[src/hdl/fifo_queue_with_sum_average_assert.svh]
// assertion macros for the fifo queue with running sum and average
// plain text macros only, no dependencies; assertions drop out when SYNTH is set
`ifndef FIFO_QUEUE_WITH_SUM_AVERAGE_ASSERT_SVH
`define FIFO_QUEUE_WITH_SUM_AVERAGE_ASSERT_SVH

`ifndef SYNTH

// condition holds at every edge outside reset
`define FQSA_ASSERT_ALWAYS(label, clk, rst, cond, msg) \
   label: assert property (@(posedge clk) disable iff (rst) (cond)) else $error(msg);

// antecedent at one edge implies consequent at the next
`define FQSA_ASSERT_NEXT(label, clk, rst, ante, cons, msg) \
   label: assert property (@(posedge clk) disable iff (rst) (ante) |=> (cons)) else $error(msg);

`else

`define FQSA_ASSERT_ALWAYS(label, clk, rst, cond, msg)
`define FQSA_ASSERT_NEXT(label, clk, rst, ante, cons, msg)

`endif

`endif

[src/hdl/fqsa_pkg.sv]
// types and fixed constants of the fifo queue with running sum and average
// no dependencies
`default_nettype none

package fqsa_pkg;

   localparam int WORD_W   = 32;
   localparam int OP_W     = 2;
   localparam int STATUS_W = 2;

   typedef enum logic [OP_W-1:0] {
      OP_ENQUEUE = 2'd0,
      OP_DEQUEUE = 2'd1,
      OP_CLEAR   = 2'd2,
      OP_QUERY   = 2'd3
   } op_type;

   typedef enum logic [STATUS_W-1:0] {
      STATUS_DONE  = 2'd0,
      STATUS_FULL  = 2'd1,
      STATUS_EMPTY = 2'd2
   } status_type;

   typedef enum logic [3:0] {
      ST_IDLE   = 4'b0001,
      ST_READ   = 4'b0010,
      ST_DIVIDE = 4'b0100,
      ST_HOLD   = 4'b1000
   } state_type;

endpackage

`default_nettype wire

[src/hdl/fifo_queue_with_sum_average.sv]
// fifo queue of signed words with running sum and serial average divider
// depends on fqsa_pkg and fifo_queue_with_sum_average_assert.svh
`default_nettype none

// Bounded fifo of signed 32-bit words kept in a one-port-write, one-port-read
// synchronous ram. Each request item (op in tuser, word in tdata) yields one
// response item with status, popped word, entry count, running sum, average
// and full/empty flags. One item at a time is in work: an enqueue, clear or
// query passes through the divide state to the hold state, where its response
// is loaded; a dequeue first passes through a read state for the ram read. The
// restoring divider produces the average one quotient bit per cycle over
// the SUM_W bits of the sum. The response sits in an output register, so the
// next request is taken while it waits. The ram has no reset and needs no
// clearing pass.

`include "fifo_queue_with_sum_average_assert.svh"

module fifo_queue_with_sum_average
   import fqsa_pkg::*;
#(
   parameter int QUEUE_DEPTH = 32
) (
   input  wire logic                 clock,
   input  wire logic                 reset,
   input  wire logic                 req_tvalid,
   output logic                      req_tready,
   input  wire logic [WORD_W-1:0]    req_tdata,   // value_in
   input  wire logic [OP_W-1:0]      req_tuser,   // op
   output logic                      rsp_tvalid,
   input  wire logic                 rsp_tready,
   // value_out, entry_count, entry_sum, entry_average, is_full, is_empty, zero pad
   output logic [((2*WORD_W + $clog2(QUEUE_DEPTH+1) + WORD_W + $clog2(QUEUE_DEPTH)
                  + 2 + 7) / 8) * 8 - 1:0] rsp_tdata,
   output logic [STATUS_W-1:0]       rsp_tuser    // status
);

   localparam int PTR_W  = $clog2(QUEUE_DEPTH);
   localparam int CNT_W  = $clog2(QUEUE_DEPTH + 1);
   localparam int SUM_W  = WORD_W + $clog2(QUEUE_DEPTH);
   localparam int SLOT_W = PTR_W + 1;
   localparam int STEP_W = $clog2(SUM_W);
   localparam int RAW_W  = 2 * WORD_W + CNT_W + SUM_W + 2;
   localparam int RSP_W  = ((RAW_W + 7) / 8) * 8;

   state_type                state_ff, state_in;
   logic [PTR_W-1:0]         rp_ff, rp_in;
   logic [CNT_W-1:0]         count_ff, count_in;
   logic signed [SUM_W-1:0]  sum_ff, sum_in;
   status_type               status_ff, status_in;
   logic signed [WORD_W-1:0] popped_ff, popped_in;

   // divider: dvd holds the dividend and shifts the quotient in from the bottom
   logic                     neg_ff, neg_in;
   logic [SUM_W-1:0]         dvd_ff, dvd_in;
   logic [CNT_W-1:0]         rem_ff, rem_in;
   logic [STEP_W-1:0]        step_ff, step_in;
   logic                     div_start;
   logic [CNT_W:0]           trial;
   logic [CNT_W:0]           trial_diff;
   logic                     qbit;

   // word ram
   logic [WORD_W-1:0]        mem [QUEUE_DEPTH];
   logic                     wr_en;
   logic [PTR_W-1:0]         wr_addr;
   logic                     rd_en;
   logic [PTR_W-1:0]         rd_addr;
   logic [WORD_W-1:0]        rd_data_ff;
   logic [SLOT_W-1:0]        slot_sum;

   // response register
   logic                     rsp_load;
   logic                     rsp_valid_ff, rsp_valid_in;
   status_type               rsp_status_ff;
   logic [WORD_W-1:0]        rsp_value_ff;
   logic [CNT_W-1:0]         rsp_count_ff;
   logic [SUM_W-1:0]         rsp_sum_ff;
   logic [WORD_W-1:0]        rsp_avg_ff;
   logic                     rsp_full_ff;
   logic                     rsp_empty_ff;
   logic [WORD_W-1:0]        quot;
   logic [WORD_W-1:0]        avg;

   op_type                   op;
   logic                     accept;

   assign op       = op_type'(req_tuser);
   assign accept   = req_tvalid && req_tready;

   // tail slot, rp + count wrapped at the depth
   assign slot_sum = SLOT_W'(rp_ff) + SLOT_W'(count_ff);
   assign wr_addr  = (slot_sum >= SLOT_W'(QUEUE_DEPTH))
                     ? PTR_W'(slot_sum - SLOT_W'(QUEUE_DEPTH)) : PTR_W'(slot_sum);
   assign rd_addr  = rp_ff;

   assign trial      = {rem_ff, dvd_ff[SUM_W-1]};
   assign trial_diff = trial - {1'b0, count_ff};
   assign qbit       = (trial >= {1'b0, count_ff});

   assign quot = dvd_ff[WORD_W-1:0];
   assign avg  = (count_ff == '0) ? '0 : (neg_ff ? (~quot + 1'b1) : quot);

   always_comb begin
      state_in   = state_ff;
      rp_in      = rp_ff;
      count_in   = count_ff;
      sum_in     = sum_ff;
      status_in  = status_ff;
      popped_in  = popped_ff;
      neg_in     = neg_ff;
      dvd_in     = dvd_ff;
      rem_in     = rem_ff;
      step_in    = step_ff;
      div_start  = 1'b0;
      wr_en      = 1'b0;
      rd_en      = 1'b0;
      rsp_load   = 1'b0;
      req_tready = 1'b0;

      unique case (state_ff)
         ST_IDLE: begin
            req_tready = 1'b1;
            if (req_tvalid) begin
               status_in = STATUS_DONE;
               popped_in = '0;
               state_in  = ST_DIVIDE;
               div_start = 1'b1;
               unique case (op)
                  OP_ENQUEUE: begin
                     if (count_ff == CNT_W'(QUEUE_DEPTH)) begin
                        status_in = STATUS_FULL;
                     end else begin
                        wr_en    = 1'b1;
                        count_in = count_ff + 1'b1;
                        sum_in   = sum_ff + SUM_W'(signed'(req_tdata));
                     end
                  end
                  OP_DEQUEUE: begin
                     if (count_ff == '0) begin
                        status_in = STATUS_EMPTY;
                     end else begin
                        // word arrives next cycle, sum is fixed up there
                        rd_en     = 1'b1;
                        rp_in     = (rp_ff == PTR_W'(QUEUE_DEPTH - 1)) ? '0 : rp_ff + 1'b1;
                        count_in  = count_ff - 1'b1;
                        div_start = 1'b0;
                        state_in  = ST_READ;
                     end
                  end
                  OP_CLEAR: begin
                     rp_in    = '0;
                     count_in = '0;
                     sum_in   = '0;
                  end
                  OP_QUERY: begin
                  end
               endcase
            end
         end
         ST_READ: begin
            popped_in = signed'(rd_data_ff);
            sum_in    = sum_ff - SUM_W'(signed'(rd_data_ff));
            div_start = 1'b1;
            state_in  = ST_DIVIDE;
         end
         ST_DIVIDE: begin
            rem_in  = qbit ? trial_diff[CNT_W-1:0] : trial[CNT_W-1:0];
            dvd_in  = {dvd_ff[SUM_W-2:0], qbit};
            step_in = step_ff + 1'b1;
            if (step_ff == STEP_W'(SUM_W - 1)) begin
               state_in = ST_HOLD;
            end
         end
         ST_HOLD: begin
            if (!rsp_valid_ff || rsp_tready) begin
               rsp_load = 1'b1;
               state_in = ST_IDLE;
            end
         end
         default: begin
            state_in = ST_IDLE;
         end
      endcase

      if (div_start) begin
         neg_in  = sum_in[SUM_W-1];
         dvd_in  = sum_in[SUM_W-1] ? unsigned'(-sum_in) : unsigned'(sum_in);
         rem_in  = '0;
         step_in = '0;
      end
   end

   assign rsp_valid_in = rsp_load || (rsp_valid_ff && !rsp_tready);

   always_ff @(posedge clock) begin
      if (reset) begin
         state_ff     <= ST_IDLE;
         rp_ff        <= '0;
         count_ff     <= '0;
         sum_ff       <= '0;
         rsp_valid_ff <= 1'b0;
      end else begin
         state_ff     <= state_in;
         rp_ff        <= rp_in;
         count_ff     <= count_in;
         sum_ff       <= sum_in;
         rsp_valid_ff <= rsp_valid_in;
      end
   end

   always_ff @(posedge clock) begin
      status_ff <= status_in;
      popped_ff <= popped_in;
      neg_ff    <= neg_in;
      dvd_ff    <= dvd_in;
      rem_ff    <= rem_in;
      step_ff   <= step_in;
      if (rsp_load) begin
         rsp_status_ff <= status_ff;
         rsp_value_ff  <= popped_ff;
         rsp_count_ff  <= count_ff;
         rsp_sum_ff    <= sum_ff;
         rsp_avg_ff    <= avg;
         rsp_full_ff   <= (count_ff == CNT_W'(QUEUE_DEPTH));
         rsp_empty_ff  <= (count_ff == '0);
      end
   end

   always_ff @(posedge clock) begin
      if (wr_en) begin
         mem[wr_addr] <= req_tdata;
      end
      if (rd_en) begin
         rd_data_ff <= mem[rd_addr];
      end
   end

   assign rsp_tvalid = rsp_valid_ff;
   assign rsp_tuser  = rsp_status_ff;
   assign rsp_tdata  = RSP_W'({rsp_empty_ff, rsp_full_ff, rsp_avg_ff, rsp_sum_ff,
                               rsp_count_ff, rsp_value_ff});

   `FQSA_ASSERT_ALWAYS(a_count_bound, clock, reset, count_ff <= CNT_W'(QUEUE_DEPTH),
      "count above depth")
   // while a dequeue reads the ram, the sum is fixed up the cycle after the count
   `FQSA_ASSERT_ALWAYS(a_empty_sum, clock, reset,
      (state_ff == ST_READ) || (count_ff != '0) || (sum_ff == '0),
      "empty queue with nonzero sum")
   `FQSA_ASSERT_NEXT(a_clear, clock, reset, accept && (op == OP_CLEAR),
      (count_ff == '0) && (rp_ff == '0) && (sum_ff == '0), "clear left state behind")
   `FQSA_ASSERT_NEXT(a_enqueue, clock, reset,
      accept && (op == OP_ENQUEUE) && (count_ff != CNT_W'(QUEUE_DEPTH)),
      count_ff == $past(count_ff) + 1'b1, "enqueue did not grow count")
   `FQSA_ASSERT_ALWAYS(a_empty_rsp, clock, reset,
      !rsp_valid_ff || (rsp_count_ff != '0) || ((rsp_avg_ff == '0) && rsp_empty_ff),
      "empty response with nonzero average")

endmodule

`default_nettype wire
[config.mk]
export PLATFORM = sky130hd
export DESIGN_NAME = fifo_queue_with_sum_average
export DESIGN_NICKNAME = d
export VERILOG_FILES = /design/src/hdl/fqsa_pkg.sv /design/src/hdl/fifo_queue_with_sum_average.sv
export VERILOG_INCLUDE_DIRS = /design/src /design/src/hdl
export SDC_FILE = /design/constraint.sdc
export NUM_CORES = 2
export LEC_CHECK = 0
export BUFFER_PORTS_ARGS = -buffer_cell sky130_fd_sc_hd__buf_4
export CORE_MARGIN = 4
export CORE_UTILIZATION = 56
export CTS_CLUSTER_SIZE = 24
export DETAILED_ROUTE_END_ITERATION = 12
export PLACE_DENSITY_LB_ADDON = 0.2
export SLEW_MARGIN = 20
export SYNTH_ARGS = -nofsm -noshare
export SYNTH_HDL_FRONTEND = slang
export SYNTH_SLANG_ARGS = --single-unit
[constraint.sdc]
create_clock -name clock -period 7 [get_ports clock]
set_input_delay 1.05 -clock clock [delete_from_list [all_inputs] [get_ports clock]]
set_output_delay 1.05 -clock clock [all_outputs]
set_load 0.005 [all_outputs]
==> results.md <==
* # DRC at 0
* Drt total wl at 148,400 microns
* Ys Warns at 0
* R2R Path End: dvd_ff[12]
* Worst-path clk slew at 0.06 ns
* Worst path cell trace: ha_1, inv_1, fa_1, a211oi_1, nor3_1, o31ai_1, nand2_1, a21oi_1, and3_1, nor3_1, mux2i_1, a21oi_1, buf_4, inv_1, o21ai_0, xnor2_1, o21ai_0
* TritonCTS Buffers at 135
* Final worst-path cycle share at 84.18%
* WP data required at 7.45 ns
* Grt ovf at 0
* Cell row count at 114
* Worst r2r src: rd_data_ff[0]
* R2R cell count at 17
* Max VDD drop at 0.0002447 V
* CTS tree: done
* CP Capture Type: flop
* Post-DRT Antenna Nets at 0
* Pre-antenna DRT Iters at 7
* Latest clock arrival within the worst-skew pair at 0.75 ns
* Distinct cells, synth at 82
* Hold buffer count at CTS at 0
* Worst-margin pin slew at 1.184 ns
* Fillers at 6,694
* WP data arrival at 6.35 ns
* Crit path largest cell delay at a little under 0.9 ns
* Gates resized, CTS repair at 0
* TNS Setup at 0 ns
* Die Y at 322.0 microns
* Met1 GRT Util at 39.94%
* Ys async rst share at 0%
* Core region area at roughly 97,000 sq um
* CP max stage cell: a21oi_1
* CP top delay family: compound AO/OA/AOI/OAI gates
* #FFs+latches synth at 1,304
* Worst Hold Depth at 0
* Max-cap violations at 0
* GRT Util Overall at between 20 and 30%
* Longest Clk Path Bufs at 3
* Setup violators final at 0
* Met3 Use GR at 5.674%
* Vias in the first global route at ~31k
* Total clock sinks at 1,304
* Most frequent cells in the layout: edfxtp_1 (1,239), mux4_2 (320), buf_4 (216)
* First-pass GRT wire length at 215,100 microns
* Largest net degree at the start of global routing at 114
* P&R area growth vs syn at 13.00%
* Tmin final at 5.893 ns
* Setup Buffers After CTS at 0
* Via count at 31.06k
* GP Congestion at 0.9219
* WHS Endpoint: rsp_value_ff[24]
* Commonest non-fill, non-tap cell in the layout: edfxtp_1
* Synth Cell Area at 55,210 sq um
* Die Footprint at 103,700 sq um
* Worst setup SP type: flop
* PwrDens at 270.6 nW/um^2
* Number of synthesized flops with an enable pin at 1,239
* Clk_skew at between 0.03 and 0.04 ns
* Ys flop type: edfxtp_1
* Clk root buf: clkbuf_16
* DR iter-0 viols at between 3k and 4k
* Layout cells sized above 1 at 23.87%
* Dpl cells at 4,506
* Post-Layout Cell Count at 4,747
* Routed WL per cell at 31.27 microns
* Final slew viol count at 0
* Initial Utilization at 56.76%
* Top Ports at 154
* # H-tree levels at 4
* Final net count at between 3k and 4k
* Setup Crit Path Kind: reg -> reg
* Most congested layer reported by global routing: met2
* Worst Hold Launch: popped_ff[24]
* RSZ-0062 raised after global routing: no
* PortBufs at 150
* Vias per cell at 6.544
* Worst path bufs/invs at 3
* Worst Hold Class: reg -> reg
* Hpwl dp at 91,530 microns
* Status: completed
* Post-synthesis average cell area at 17.46 sq um
* Initial antenna violation count at 5
* Leakage power at 20.48 nW
* Final Hold Fails at 0
* Reg2Reg Setup Slack at 1.11 ns
* Worst slew margin at between 20% and 30%
* Max Clock Freq at 169.7 MHz
* Die W at 322.0 microns
* Met2 GRT Util at 47.27%
* CP Max Fanout at 31
* Sequential area share after synthesis at 69.74%
* Syn Inst Count at approximately 3.2k
-- Yosys cell counts, drive strengths merged, types with 11 or more instances --
cell | number | share of area, %
a211oi | 12 | 0.16
clkbuf | 115 | 0.78
mux2i | 13 | 0.24
buf | 37 | 0.32
edfxtp | 1239 | 67
mux4 | 320 | 13
nand4 | 30 | 0.34
inv | 66 | 0.45
o31ai | 20 | 0.27
a21o | 36 | 0.49
o211ai | 12 | 0.19
dfxtp | 65 | 2.4
nor2b | 12 | 0.14
mux2 | 36 | 0.73
ha | 92 | 2.1
or3 | 20 | 0.23
o21ai | 135 | 1.2
nor3 | 39 | 0.35
a31oi | 12 | 0.14
o41ai | 11 | 0.21
nand2b | 15 | 0.17
a21oi | 103 | 0.93
xor2 | 67 | 1.1
nand3 | 30 | 0.27
nor2 | 216 | 1.5
xnor2 | 60 | 0.95
o21a | 18 | 0.24
a221oi | 11 | 0.17
nand2 | 160 | 1.1
and3 | 14 | 0.16
-- routing by layer --
| metal | wire [microns] | share of wire (%) | vias to the layer above |
|---|---|---|---|
| met5 | 27 | 0.018 | - |
| met4 | 5082 | 3.4 | 4 |
| met2 | 72530 | 49 | 1576 |
| li1 | - | - | 13150 |
| met3 | 13460 | 9.1 | 283 |
| met1 | 57330 | 39 | 16050 |
-- kinds of logic after synthesis --
| kind of cell | Yosys count | synth area share [%] |
|---|---|---|
| XOR/XNOR | 127 | 2.015 |
| AND/OR/NAND/NOR | 595 | 5.042 |
| other | 1 | 0.006792 |
| AO/OA/AOI/OAI | 449 | 5.332 |
| flip-flops | 1304 | 69.74 |
| buffers and inverters | 220 | 1.570 |
| multiplexers | 369 | 14.02 |
| adder cells (fa/ha/maj) | 97 | 2.266 |
-- metrics by stage --
| stage | setup slack, ns | utilization (%) | power [mW] | hold slack (ns) | instance area (sq um) |
|---|---|---|---|---|---|
| floorplan | 0.3248 | - | 9.714 | 0.4003 | 55220 |
| global placement | 0.9022 | 59.79 | 10.11 | 0.4046 | 58170 |
| detailed placement | 0.9044 | 59.79 | 10.15 | 0.4045 | 58170 |
| CTS | 1.204 | 64.13 | 16.99 | 0.4166 | 62380 |
| global route | 0.7591 | 64.13 | 17.45 | 0.4253 | 62390 |
| finish | 1.107 | 64.14 | 16.88 | 0.4160 | 62390 |
-- power by group --
group          total, mW  internal, mW  switching (mW)  leakage, nW
clock               6.89          3.92            2.96         2.03
sequential          8.77          8.66           0.109         11.7
combinational       1.22         0.461           0.760         6.73
-- worst register-to-register path, cell delays in order (launching register included) --
cell      delay [ns]
edfxtp_1        0.49
ha_1            0.23
inv_1           0.06
fa_1            0.43
a211oi_1        0.37
nor3_1          0.25
o31ai_1         0.62
nand2_1         0.19
a21oi_1         0.88
and3_1          0.31
nor3_1          0.07
mux2i_1         0.16
a21oi_1         0.09
buf_4           0.19
inv_1           0.68
o21ai_0         0.31
xnor2_1         0.20
o21ai_0         0.10
-- flip-flops by register name, summed over array words and instances (netlist names) --
| name | cells |
|---|---|
| mem | 1024 |
| step_ff | 6 |
| rsp_empty_ff | 1 |
| status_ff | 2 |
| rd_data_ff | 32 |
| sum_ff | 37 |
| rsp_tuser | 2 |
| rsp_avg_ff | 32 |
| rd_addr | 5 |
| rsp_full_ff | 1 |
| state_ff | 4 |
| count_ff | 6 |
| dvd_ff | 37 |
| rsp_count_ff | 6 |
| rem_ff | 6 |
| neg_ff | 1 |
| popped_ff | 32 |
| rsp_tvalid | 1 |
| rsp_value_ff | 32 |
| rsp_sum_ff | 37 |
-- cell type report --
type	count	area [sq um]	share of cell area, %
Clock inverter	67	600.6	0.9626
Clock buffer	172	3612	5.790
Antenna cell	2	5.005	0.008022
Tap cell	1276	1597	2.559
Inverter	68	260.3	0.4171
Timing Repair Buffer	218	1662	2.663
Sequential cell	1304	38530	61.75
Multi-Input combinational cell	1640	16130	25.85
-- worst max path at each step --
stage,endpoint,depth (start not counted),slack [ns],from
3_3_place_gp,dvd_ff[35],15,0.90,req_tdata[0]
2_1_floorplan,rsp_avg_ff[0],2,0.32,rsp_tready
6_report,dvd_ff[12],17,1.11,rd_data_ff[0]
3_5_place_dp,dvd_ff[35],15,0.90,req_tdata[0]
5_1_grt,dvd_ff[14],17,0.76,rd_data_ff[0]
4_1_cts,dvd_ff[14],17,1.20,rd_data_ff[0]
Note: power is estimated with default switching activity, not from simulation.
